## src/hdl/tcsc_pkg.sv

```systemverilog
// ----------------------------------------------------------------------------
// tcsc_pkg: shared types for the two-clique split checker
// Field widths, and the command and status bundles between the controller
// and the datapath.
// ----------------------------------------------------------------------------
package tcsc_pkg;

  // Fixed field widths
  localparam int unsigned RowW   = 16;  // one adjacency row per input item
  localparam int unsigned CountW = 5;   // vertex_count register
  localparam int unsigned OutW   = 8;   // output tdata, can_split in bit 0

  // Controller to datapath
  typedef struct packed {
    logic load_row;     // store the incoming row, advance the row count
    logic search_init;  // clear colours, start vertex zero, result true
    logic pick_skip;    // move on to the next start vertex
    logic pick_seed;    // colour the start vertex and put it in the queue
    logic deq;          // read the queue head
    logic row_read;     // read the row of the dequeued vertex, rewind v
    logic scan_step;    // handle neighbor v, step v
    logic res_clr;      // colour conflict found: result false
    logic emit;         // load the result into the output register
  } cmd_t;

  // Datapath to controller
  typedef struct packed {
    logic row_done;       // this row completes the graph
    logic start_end;      // every start vertex tried
    logic start_colored;  // current start vertex already coloured
    logic queue_empty;    // queue head has met tail
    logic conflict;       // neighbor v has the same colour as u
    logic v_last;         // v is the last vertex in use
    logic out_busy;       // output register holds an item not taken
  } sts_t;

endpackage

```

## src/hdl/tcsc_dp.sv

```systemverilog
// ----------------------------------------------------------------------------
// tcsc_dp: datapath of the two-clique split checker
// Row memory, visit queue, colour vectors, counters and the output register.
// ----------------------------------------------------------------------------
module tcsc_dp #(
  parameter int unsigned NUM_VERTICES = 16
) (
  input  logic                          clk_i,
  input  logic                          rst_ni,
  input  tcsc_pkg::cmd_t                cmd_i,
  output tcsc_pkg::sts_t                sts_o,
  input  logic                          cfg_valid_i,
  input  logic [tcsc_pkg::CountW-1:0]   cfg_data_i,
  input  logic [tcsc_pkg::RowW-1:0]     row_i,
  input  logic                          out_ready_i,
  output logic                          out_valid_o,
  output logic                          out_data_o
);

  localparam int unsigned VW = (NUM_VERTICES > 1) ? $clog2(NUM_VERTICES) : 1;
  localparam int unsigned CW = $clog2(NUM_VERTICES + 1);
  localparam int unsigned MW = (CW > tcsc_pkg::CountW) ? CW : tcsc_pkg::CountW;

  logic [tcsc_pkg::CountW-1:0] vc_q;
  logic [CW-1:0]               rows_q;
  logic [CW-1:0]               start_q;
  logic [CW-1:0]               head_q;
  logic [CW-1:0]               tail_q;
  logic [VW-1:0]               v_q;
  logic [NUM_VERTICES-1:0]     assigned_q;
  logic [NUM_VERTICES-1:0]     side_q;
  logic                        res_q;
  logic                        out_valid_q;
  logic                        out_data_q;

  logic [NUM_VERTICES-1:0]     adj_mem [NUM_VERTICES];
  logic [VW-1:0]               queue_mem [NUM_VERTICES];
  logic [NUM_VERTICES-1:0]     adj_rd_q;
  logic [VW-1:0]               u_q;

  logic [MW-1:0]               vc_ext;
  logic [MW-1:0]               n_sel;
  logic [CW-1:0]               n_act;
  logic [NUM_VERTICES-1:0]     row_ext;
  logic [CW:0]                 rows_next;
  logic                        edge_v;
  logic                        u_side;
  logic                        v_asg;
  logic                        enq;
  logic                        q_we;
  logic [VW-1:0]               q_waddr;
  logic [VW-1:0]               q_wdata;

  // Effective vertex count: zero reads as one, saturate at the array size
  always_comb begin
    vc_ext = MW'(vc_q);
    if (vc_ext == '0) begin
      n_sel = MW'(1);
    end else if (vc_ext > MW'(NUM_VERTICES)) begin
      n_sel = MW'(NUM_VERTICES);
    end else begin
      n_sel = vc_ext;
    end
  end
  assign n_act = CW'(n_sel);

  // Row widened or cut to the vertex range, upper bits zero
  assign row_ext   = NUM_VERTICES'({{NUM_VERTICES{1'b0}}, row_i});
  assign rows_next = {1'b0, rows_q} + (CW+1)'(1);

  // Neighbor test on the complement: no self loop, edge where the row bit is 0
  assign edge_v = !adj_rd_q[v_q] && (v_q != u_q);
  assign u_side = side_q[u_q];
  assign v_asg  = assigned_q[v_q];
  assign enq    = edge_v && !v_asg;

  // Status
  assign sts_o.row_done      = (rows_next >= {1'b0, n_act});
  assign sts_o.start_end     = (start_q == n_act);
  assign sts_o.start_colored = assigned_q[start_q[VW-1:0]];
  assign sts_o.queue_empty   = (head_q == tail_q);
  assign sts_o.conflict      = edge_v && v_asg && (side_q[v_q] == u_side);
  assign sts_o.v_last        = (v_q == VW'(n_act - CW'(1)));
  assign sts_o.out_busy      = out_valid_q && !out_ready_i;

  // Configuration register
  always_ff @(posedge clk_i or negedge rst_ni) begin
    if (!rst_ni) begin
      vc_q <= tcsc_pkg::CountW'(16);
    end else if (cfg_valid_i) begin
      vc_q <= cfg_data_i;
    end
  end

  // Row count
  always_ff @(posedge clk_i or negedge rst_ni) begin
    if (!rst_ni) begin
      rows_q <= '0;
    end else if (cmd_i.load_row) begin
      rows_q <= sts_o.row_done ? '0 : rows_next[CW-1:0];
    end
  end

  // Search counters, colours and result
  always_ff @(posedge clk_i or negedge rst_ni) begin
    if (!rst_ni) begin
      start_q    <= '0;
      head_q     <= '0;
      tail_q     <= '0;
      v_q        <= '0;
      assigned_q <= '0;
      side_q     <= '0;
      res_q      <= 1'b0;
    end else begin
      if (cmd_i.search_init) begin
        start_q    <= '0;
        assigned_q <= '0;
        side_q     <= '0;
        res_q      <= 1'b1;
      end
      if (cmd_i.pick_skip) begin
        start_q <= start_q + CW'(1);
      end
      if (cmd_i.pick_seed) begin
        assigned_q[start_q[VW-1:0]] <= 1'b1;
        side_q[start_q[VW-1:0]]     <= 1'b1;
        head_q                      <= '0;
        tail_q                      <= CW'(1);
      end
      if (cmd_i.deq) begin
        head_q <= head_q + CW'(1);
      end
      if (cmd_i.row_read) begin
        v_q <= '0;
      end
      if (cmd_i.scan_step) begin
        v_q <= v_q + VW'(1);
        if (enq) begin
          assigned_q[v_q] <= 1'b1;
          side_q[v_q]     <= !u_side;
          tail_q          <= tail_q + CW'(1);
        end
      end
      if (cmd_i.res_clr) begin
        res_q <= 1'b0;
      end
    end
  end

  // Row memory: written while loading, read at the dequeued vertex
  always_ff @(posedge clk_i) begin
    if (cmd_i.load_row) begin
      adj_mem[rows_q[VW-1:0]] <= row_ext;
    end
    if (cmd_i.row_read) begin
      adj_rd_q <= adj_mem[u_q];
    end
  end

  // Visit queue: seed at slot zero, else append at tail
  assign q_we    = cmd_i.pick_seed || (cmd_i.scan_step && enq);
  assign q_waddr = cmd_i.pick_seed ? '0 : tail_q[VW-1:0];
  assign q_wdata = cmd_i.pick_seed ? start_q[VW-1:0] : v_q;

  always_ff @(posedge clk_i) begin
    if (q_we) begin
      queue_mem[q_waddr] <= q_wdata;
    end
    if (cmd_i.deq) begin
      u_q <= queue_mem[head_q[VW-1:0]];
    end
  end

  // Output register
  always_ff @(posedge clk_i or negedge rst_ni) begin
    if (!rst_ni) begin
      out_valid_q <= 1'b0;
    end else if (cmd_i.emit) begin
      out_valid_q <= 1'b1;
    end else if (out_ready_i) begin
      out_valid_q <= 1'b0;
    end
  end

  always_ff @(posedge clk_i) begin
    if (cmd_i.emit) begin
      out_data_q <= res_q;
    end
  end

  assign out_valid_o = out_valid_q;
  assign out_data_o  = out_data_q;

endmodule

```

## src/hdl/tcsc_ctrl.sv

```systemverilog
// ----------------------------------------------------------------------------
// tcsc_ctrl: controller of the two-clique split checker
// Sequences row loading, the breadth-first two-colouring and the result.
// ----------------------------------------------------------------------------
module tcsc_ctrl (
  input  logic           clk_i,
  input  logic           rst_ni,
  input  logic           in_valid_i,
  output logic           in_ready_o,
  input  tcsc_pkg::sts_t sts_i,
  output tcsc_pkg::cmd_t cmd_o
);

  localparam logic [2:0] StLoad   = 3'd0;
  localparam logic [2:0] StPick   = 3'd1;
  localparam logic [2:0] StDeq    = 3'd2;
  localparam logic [2:0] StQWait  = 3'd3;
  localparam logic [2:0] StScan   = 3'd4;
  localparam logic [2:0] StFinish = 3'd5;

  logic [2:0] state_q;
  logic [2:0] state_d;

  assign in_ready_o = (state_q == StLoad);

  // Next state and commands
  always_comb begin
    state_d = state_q;
    cmd_o   = '0;
    unique case (state_q)
      StLoad: begin
        if (in_valid_i) begin
          cmd_o.load_row = 1'b1;
          if (sts_i.row_done) begin
            cmd_o.search_init = 1'b1;
            state_d           = StPick;
          end
        end
      end
      StPick: begin
        if (sts_i.start_end) begin
          state_d = StFinish;
        end else if (sts_i.start_colored) begin
          cmd_o.pick_skip = 1'b1;
        end else begin
          cmd_o.pick_seed = 1'b1;
          state_d         = StDeq;
        end
      end
      StDeq: begin
        if (sts_i.queue_empty) begin
          cmd_o.pick_skip = 1'b1;
          state_d         = StPick;
        end else begin
          cmd_o.deq = 1'b1;
          state_d   = StQWait;
        end
      end
      StQWait: begin
        cmd_o.row_read = 1'b1;
        state_d        = StScan;
      end
      StScan: begin
        if (sts_i.conflict) begin
          cmd_o.res_clr = 1'b1;
          state_d       = StFinish;
        end else begin
          cmd_o.scan_step = 1'b1;
          if (sts_i.v_last) begin
            state_d = StDeq;
          end
        end
      end
      StFinish: begin
        if (!sts_i.out_busy) begin
          cmd_o.emit = 1'b1;
          state_d    = StLoad;
        end
      end
      default: begin
        state_d = StLoad;
      end
    endcase
  end

  // State register
  always_ff @(posedge clk_i or negedge rst_ni) begin
    if (!rst_ni) begin
      state_q <= StLoad;
    end else begin
      state_q <= state_d;
    end
  end

endmodule

```

## src/hdl/two_clique_split_check.sv

```systemverilog
// ----------------------------------------------------------------------------
// two_clique_split_check: does a directed graph split into two cliques
// Loads the adjacency rows, two-colours the complement breadth first and
// reports whether it is bipartite.
// ----------------------------------------------------------------------------
// Channel   Dir  Payload                                  Accepted when
// s_axis    in   tdata[15:0] = row_bits                   tvalid & tready
// m_axis    out  tdata[7:0]  = can_split in bit 0         tvalid & tready
// cfg       in   cfg_data[4:0] = vertex_count             cfg_valid & cfg_ready
//
// Rows are taken one per cycle while no search runs. The last row of a graph
// starts the search: each dequeued vertex goes through a queue read and a row
// memory read, then a scan of its neighbor bits, one bit per cycle. Input is
// not taken during the search; a result waiting in the output register holds
// the next finished search, and with it the input, until it is taken. Reset
// clears the row count and sets vertex_count to 16.
// ----------------------------------------------------------------------------
module two_clique_split_check #(
  parameter int unsigned NUM_VERTICES = 16
) (
  input  logic                        clk_i,
  input  logic                        rst_ni,
  input  logic                        s_axis_tvalid_i,
  output logic                        s_axis_tready_o,
  input  logic [tcsc_pkg::RowW-1:0]   s_axis_tdata_i,   // [15:0] row_bits
  output logic                        m_axis_tvalid_o,
  input  logic                        m_axis_tready_i,
  output logic [tcsc_pkg::OutW-1:0]   m_axis_tdata_o,   // [0] can_split, [7:1] zero
  input  logic                        cfg_valid_i,
  output logic                        cfg_ready_o,
  input  logic [tcsc_pkg::CountW-1:0] cfg_data_i        // [4:0] vertex_count
);

  tcsc_pkg::cmd_t cmd;
  tcsc_pkg::sts_t sts;
  logic           out_bit;

  // Register writes are always taken
  assign cfg_ready_o = 1'b1;

  tcsc_ctrl u_ctrl (
    .clk_i      (clk_i),
    .rst_ni     (rst_ni),
    .in_valid_i (s_axis_tvalid_i),
    .in_ready_o (s_axis_tready_o),
    .sts_i      (sts),
    .cmd_o      (cmd)
  );

  tcsc_dp #(
    .NUM_VERTICES (NUM_VERTICES)
  ) u_dp (
    .clk_i       (clk_i),
    .rst_ni      (rst_ni),
    .cmd_i       (cmd),
    .sts_o       (sts),
    .cfg_valid_i (cfg_valid_i),
    .cfg_data_i  (cfg_data_i),
    .row_i       (s_axis_tdata_i),
    .out_ready_i (m_axis_tready_i),
    .out_valid_o (m_axis_tvalid_o),
    .out_data_o  (out_bit)
  );

  assign m_axis_tdata_o = {(tcsc_pkg::OutW-1)'(0), out_bit};

endmodule

```

## config.mk

```make
export PLATFORM = sky130hd
export DESIGN_NAME = two_clique_split_check
export DESIGN_NICKNAME = d
export VERILOG_FILES = /design/src/hdl/tcsc_pkg.sv /design/src/hdl/tcsc_dp.sv /design/src/hdl/tcsc_ctrl.sv /design/src/hdl/two_clique_split_check.sv
export SDC_FILE = /design/constraint.sdc
export NUM_CORES = 1
export LEC_CHECK = 0
export BUFFER_PORTS_ARGS = -buffer_cell sky130_fd_sc_hd__buf_2
export CAP_MARGIN = 10
export CORE_MARGIN = 8
export CORE_UTILIZATION = 45
export CTS_CLUSTER_SIZE = 30
export DETAILED_ROUTE_END_ITERATION = 7
export GPL_ROUTABILITY_DRIVEN = 1
export PLACE_DENSITY = 0.66
export SETUP_SLACK_MARGIN = 0.5
export SLEW_MARGIN = 20
export SYNTH_ARGS = -nofsm -noshare
export SYNTH_HDL_FRONTEND = slang
export SYNTH_SLANG_ARGS = --single-unit
```

## constraint.sdc

```tcl
create_clock -name clk_i -period 3.1 [get_ports clk_i]
set_clock_uncertainty 0.2 [all_clocks]
set_input_delay 0.31 -clock clk_i [delete_from_list [all_inputs] [get_ports clk_i]]
set_output_delay 0.31 -clock clk_i [all_outputs]
set_load 0.1 [all_outputs]
```

==> summary.md, run 1 <==
| Metric | Value |
|---|---|
| Final slew viol count | 0 |
| Crit Reg-Reg Startpoint | u_dp.v_q[0] |
| Worst R2R Path Depth | 11 |
| Post-synth top flop | edfxtp_1 |
| Internal Power | approximately 12 mW |
| Wl on met1 | ~16 mm |
| Cells after Synth | 999 |
| Clock share of power | 0.281 |
| Logic pwr share | 0.304 |
| CP arrival | 3.14 ns |
| TritonCTS Buffers | 44 |
| Number of port buffers | 28 |
| Synth Register Bits | 407 |
| Routed len/inst | between 20 and 25 um |
| Hold Path Cell Cnt | 0 |
| Min-delay src | u_dp.res_q |
| 1st-pass router iterations | 6 |
| Syn Std Cell Area | 0.0174 mm^2 |
| CTS Root Cell | clkbuf_16 |
| Worst min path class | reg -> reg |
| DR top layer | met5 |
| Leak | ~7.4 nW |
| Critical Path Source Type | flop |
| Setup violations, final | 0 |
| Antenna Nets Post-Route | 0 |
| Endpoint, Worst Hold | u_dp.out_data_o |
| Netlist cell types | 66 |
| Clock transition at path regs | ~0.06 ns |
| Hold_ws | between 0.2 and 0.3 ns |
| Via count | approximately 9600 |
| Final hold vios | 0 |
| CP max FO | 8 |
| Die Height | between 200 and 250 um |
| Vias in the first global route | about 10000 |
| RSZ-0062 raised after global routing | true |
| Kind of critical path | reg -> reg |
| Post-DP HPWL | 22.4 mm |
| Switching share of power | 0.312 |
| Async S/R FF share, synth | 0.162 |
| CTS tree | yes |
| Fillers | slightly below 3000 |
| CP endpoint kind | flop |
| Synth-to-Final Area Change | 21.2% |
| Commonest non-fill, non-tap cell in the layout | edfxtp_1 |
| CTS H-Tree Depth | 2 |
| WL met2 | around 20 mm |
| Period utilisation layout | 0.922 |
| Peak VDD IR | about 490 uV |
| Worst slew pin tran | between 0.8 and 0.9 ns |
| NetSw | about 5.4 mW |
| Flop pwr share | 0.415 |
| Crit Reg-Reg Endpoint | u_dp.side_q[14] |
| Grt total ovfl | 0 |
| Post-synth EDFFs | about 340 |
| GRT Resource Usage Total | 0.176 |
| Skew-Pair Late Insertion Delay | 0.57 ns |
| WP data required | 3.38 ns |
| Commonest non-fill, non-tap cells in the layout | edfxtp_1, mux4_2, nand2_1 |
| Routed wire length | about 40 mm |
| Largest net degree at the start of global routing | 67 |
| Slew HR | 0.409 |
| F_max | between 300 and 400 MHz |
| Critical-path top delay cell | mux4_2 |
| CTS Sinks | 407 |
| Final estimated routing congestion in global placement | ~0.83 |
| # DRC | 0 |
| DRT iter0 DRCs | 671 |
| Yosys Warn Count | 0 |
| Ant diodes | 0 |
| Sequential cell area fraction in the yosys report | 0.683 |
| Initial Util | 0.453 |
| Chip width | roughly 210 um |
| R2R setup slack | 0.24 ns |
| Die ar. | 0.0453 mm^2 |
| Post-Syn Area per Cell | between 15 and 20 um^2 |
| PD cells | between 800 and 900 mW/mm^2 |
| Final min period | 2.86 ns |
| TNS Setup | 0 ns |
| Initial antenna violation count | 1 |
| Nets@finish | about 1200 |
| Status | finished clean |
| Routed wl met3 | approximately 2.3 mm |
| Clock Tree Buf Depth | 3 |
| Num ports | 37 |
| CP max stage delay | about 0.51 ns |
| FP Rows | just over 70 |
| Core area | between 0.03 and 0.04 mm^2 |
| First-pass GRT wire length | approximately 60 mm |
| Avg Vias per Cell | around 5.7 |
| Max Cap Violations | 0 |
| Power consumption | between 15 and 20 mW |
| Share of post-route cells with drive strength above 1 | 0.372 |
| Cell Chain, Critical Path | buf_12 -> buf_8 -> mux4_2 -> nor2_2 -> a211oi_2 -> nor4_4 -> buf_4 -> bufbuf_16 -> and2_4 -> a32oi_2 -> a32oi_1 |
==> cells by family after synthesis <==
group,Yosys count,synth area share
buffers and inverters,89,0.0249
and+or+nand+nor,236,0.0663
other,2,0.000431
muxes,135,0.163
DFF,407,0.683
AOI/OAI and AO/OA,85,0.0347
adders and majority gates,20,0.0144
xor gates and xnor gates,25,0.0130
==> worst max-delay path, delay by kind of cell (launching register included) <==
family,cells,cell delay (ns)
compound gates,3,0.36
buf+inv,4,0.64
flops,1,0.37
mux,1,0.51
simple gates,3,0.67
==> synthesized netlist by cell type, types with 16 or more instances <==
cell type	count	area share
mux4_2	117	0.15
dfrtp_1	65	0.093
nand2_1	84	0.018
clkbuf_1	29	0.0062
inv_1	16	0.0034
buf_2	22	0.0063
ha_1	20	0.014
o21ai_0	23	0.0066
and2_1	17	0.0061
nand3_1	40	0.011
nor2_1	37	0.0080
edfxtp_1	341	0.59
==> worst max-delay path by stage <==
stage	start	to	slack [ns]
final	u_dp.v_q[0]	u_dp.side_q[14]	0.24
after global routing	u_dp.v_q[0]	u_dp.queue_mem[8][0]	0.14
after CTS	u_dp.v_q[0]	u_dp.queue_mem[8][3]	0.28
after detailed placement	u_dp.vc_ext[4]	u_ctrl.state_q[1]	0.09
after floorplan	u_dp.v_q[0]	u_dp.queue_mem[9][0]	0.35
after global placement	u_dp.vc_ext[4]	u_ctrl.state_q[1]	0.08
==> area by class of cell <==
cell class	instances	area (um^2)	area share
sequential	407	11900	0.564
clock inverter	16	120	0.00569
inverter	17	68.8	0.00326
tap	518	648	0.0307
multi-input combinational	511	5770	0.273
clock buffer	61	1180	0.0561
timing repair buffer	149	1420	0.0672
==> sequential cells by signal (all words and copies together) (netlist names) <==
signal	flops
u_dp.adj_mem	256
u_dp.queue_mem	64
u_dp.adj_rd_q	16
u_dp.assigned_q	16
u_dp.side_q	16
u_dp.head_q	5
u_dp.rows_q	5
u_dp.start_q	5
u_dp.tail_q	5
u_dp.vc_ext	5
u_dp.u_q	4
u_dp.v_q	4
u_ctrl.state_q	3
u_dp.out_data_o	1
u_dp.out_valid_o	1
u_dp.res_q	1
==> what timing repair did <==
action                                  CTS  global route
pin swaps                                26            35
cloned                                    6             2
buffers inserted                         29            22
hold buffers                             30             0
gates resized for setup                  69            88
endpoints found under the hold margin   332             0
endpoints found under the setup margin  200           183
==> power by group through the flow <==
stage / clock (mW) / sequential [mW] / combinational, mW
finish: 4.84 / 7.13 / 5.23
global route: 5.12 / 7.18 / 5.61
CTS: 4.94 / 7.10 / 4.72
detailed placement: 0 / 7.19 / 4.14
global placement: 0 / 7.19 / 4.10
floorplan: 0 / 6.96 / 3.20
==> per-layer routing <==
| layer | GRT usage | up-vias |
|---|---|---|
| met5 | 0 | - |
| met4 | 0.0693 | 2 |
| met3 | 0.0317 | 78 |
| met2 | 0.291 | 305 |
| met1 | 0.231 | 4960 |
| li1 | - | 4217 |
==> per-stage QoR <==
| stage | setup slack [ns] | std cells | util | area [um^2] |
|---|---|---|---|---|
| floorplan | 0.348 | 1005 | - | 17700 |
| global route | 0.142 | 1679 | 0.549 | 21100 |
| CTS | 0.280 | 1655 | 0.535 | 20600 |
| global placement | 0.0795 | 1513 | 0.478 | 18400 |
| detailed placement | 0.0939 | 1513 | 0.478 | 18400 |
| finish | 0.241 | 1679 | 0.549 | 21100 |
Note: power is estimated with default switching activity, not from simulation.
==> run 2, diff against run 1 <==
- MAX_ROUTING_LAYER: default -> met4
==> summary.md, run 2 (synthesis gave the netlist of run 1 again) <==
| Metric | Value |
|---|---|
| Final slew viol count | 0 (unchanged) |
| Clock share of power | 0.281 (about the same) |
| Peak VDD IR | 485 uV (-1.3%) |
| Placed Cells | 1513 (unchanged) |
| Final hold vios | 0 (unchanged) |
| Setup violations, final | 0 (unchanged) |
| Number of port buffers | 28 (unchanged) |
| First-pass GRT wire length | 60.2 mm (about the same) |
| Clock transition at path regs | 0.06 ns (about the same) |
| Core area | 0.0385 mm^2 (unchanged) |
| Grt total ovfl | 0 (unchanged) |
| Crit path top cell by count | buf_12 |
| Status | finished clean |
| Cell Chain, Critical Path | buf_12 -> mux4_2 -> a22oi_2 -> nand2_2 -> nor4_4 -> buf_12 -> nand3b_1 -> buf_6 -> nor3_4 |
| Chip width | 213 um (unchanged) |
| Worst min path class | reg -> reg |
| Hold_ws | 0.276 ns (+0.000139 ns) |
| PD cells | 815 mW/mm^2 (about the same) |
| Reg area | 0.0119 mm^2 (unchanged) |
| Routed wire length | 39.6 mm (+0.18%) |
| CTS H-Tree Depth | 2 (unchanged) |
| F_max | 352 MHz (+0.51%) |
| Post-route insts no fill | 1684 (+0.30%) |
| NetSw | 5.36 mW (about the same) |
| Area of the multi-input gates | 0.00575 mm^2 (-0.26%) |
| Routed len/inst | 23.5 um (-0.12%) |
| Critical Path Source Type | flop |
| Flop pwr share | 0.415 (about the same) |
| GRT Resource Usage Total | 0.182 (+0.00552) |
| CTS Sinks | 407 (unchanged) |
| CP max FO | 6 (-2) |
| Avg Vias per Cell | 5.72 (+0.41%) |
| 1st-pass router iterations | 8 (+2) |
| CP arrival | 2.90 ns (-0.24 ns) |
| Internal Power | 11.8 mW (about the same) |
| Via count | 9630 (+0.71%) |
| Post-DP HPWL | 22.4 mm (unchanged) |
| Largest net degree at the start of global routing | 67 (unchanged) |
| WP data required | 3.16 ns (-0.22 ns) |
| Clock Tree Buf Depth | 3 (unchanged) |
| Fillers | 2957 (+0.44%) |
| Nets@finish | 1180 (+0.34%) |
| Period utilisation layout | 0.918 (-0.00472) |
| DRT iter0 DRCs | 726 (+8.2%) |
| Pre-CTS setup slack | 0.0939 ns (unchanged) |
| FP Rows | 72 (unchanged) |
| Die Height | 213 um (unchanged) |
| Commonest non-fill, non-tap cells in the layout | edfxtp_1, mux4_2, nand2_1 |
| Kind of critical path | reg -> reg |
| Skew-Pair Late Insertion Delay | 0.57 ns (about the same) |
| Vias in the first global route | 10000 (-0.13%) |
| Commonest non-fill, non-tap cell in the layout | edfxtp_1 |
| Slew HR | 0.404 (-0.00500) |
| Num ports | 37 (unchanged) |
| Synth-to-Final Area Change | 21.2% (about the same) |
| Switching share of power | 0.312 (about the same) |
| Max Cap Violations | 0 (unchanged) |
| TNS Setup | 0 ns (unchanged) |
| Post-route core utilization | 0.549 (about the same) |
| CP max stage delay | 0.50 ns (about the same) |
| Leak | 7.39 nW (about the same) |
| Worst slew pin tran | 0.894 ns (+0.00750 ns) |
| CTS Root Cell | clkbuf_16 |
| RSZ-0062 raised after global routing | true |
| Logic pwr share | 0.305 (about the same) |
| Final worst slack | 0.255 ns (+0.0146 ns) |
| Die ar. | 0.0453 mm^2 (unchanged) |
| CTS tree | yes |
| TritonCTS Buffers | 44 (unchanged) |
| Max reg flops | 256 (unchanged) |
| Final min period | 2.84 ns (-0.0146 ns) |
| Share of post-route cells with drive strength above 1 | 0.372 (-0.000419) |
| Initial antenna violation count | 1 (unchanged) |
| Antenna Nets Post-Route | 0 (unchanged) |
| Final estimated routing congestion in global placement | 0.846 (+1.5%) |
| # DRC | 0 (unchanged) |
| Initial Util | 0.453 (unchanged) |
| Critical-path top delay cell | mux4_2 |
| CP endpoint kind | flop |
## run 2: cell types whose count changed in the layout (fill, tap and decap cells not counted), moves of 2 or more
cell     before  now
nand2_1      66   71
o21ai_1       8    6
nand2_2      13    9
buf_6        13   15
buf_4        59   63
## run 2: final timing paths
path                        startpoint                   end  slack [ns]  depth (start not counted)
max                        u_dp.v_q[0]  u_dp.queue_mem[4][1]        0.26                          9
min                         u_dp.res_q       u_dp.out_data_o        0.28                          0
max reg2reg                u_dp.v_q[0]  u_dp.queue_mem[4][1]        0.26                          9
min reg2reg                 u_dp.res_q       u_dp.out_data_o        0.28                          0
max in group asynchronous       rst_ni        u_dp.rows_q[1]        1.78                          3
min in group asynchronous       rst_ni       u_dp.start_q[2]        0.29                          3
## run 2: power groups by stage
stage          registers (mW)  clock network, mW  logic [mW]
6_report                 7.13               4.83        5.24
5_1_grt                  7.17               5.13        5.61
4_1_cts                  7.10               4.94        4.72
3_5_place_dp             7.19                  0        4.14
3_3_place_gp             7.19                  0        4.10
2_1_floorplan            6.96                  0        3.20
## run 2: area by class of cell
class | instances | area share
repair buffers | 153 | 0.0675
clock buffers | 61 | 0.0562
inverters | 17 | 0.00326
flip-flops and latches | 407 | 0.564
clock inverters | 16 | 0.00569
well taps | 518 | 0.0307
diodes | 1 | 0.000119
multi-input cells | 511 | 0.273
## run 2: stage by stage
stage               power (mW)  cell area (um^2)
floorplan                 10.2             17700
finish                    17.2             21100
global placement          11.3             18400
global route              17.9             21100
CTS                       16.8             20600
detailed placement        11.3             18400
## run 2: metal layers
metal,up-vias,wire (um),GRT usage
met5,-,0,-
met4,0,966,0.0693
met3,68,2300,0.0321
met2,333,20000,0.290
met1,5006,16400,0.233
li1,4223,-,-
## run 2: what timing repair did
item | in CTS | in global routing
gates cloned | 6 | 1
buffers inserted | 29 | 27
hold buffers | 30 | 0
hold endpoints to repair | 332 | 0
resized for setup | 69 | 85
pin swaps | 26 | 31
setup endpoints to repair | 200 | 182
## run 2: worst max-delay path: cells and delay by family, from the launching register on
kind	cells	cell delay (ns)
compound gates	1	0.19
mux	1	0.50
flops	1	0.37
buf+inv	3	0.46
simple gates	4	0.80
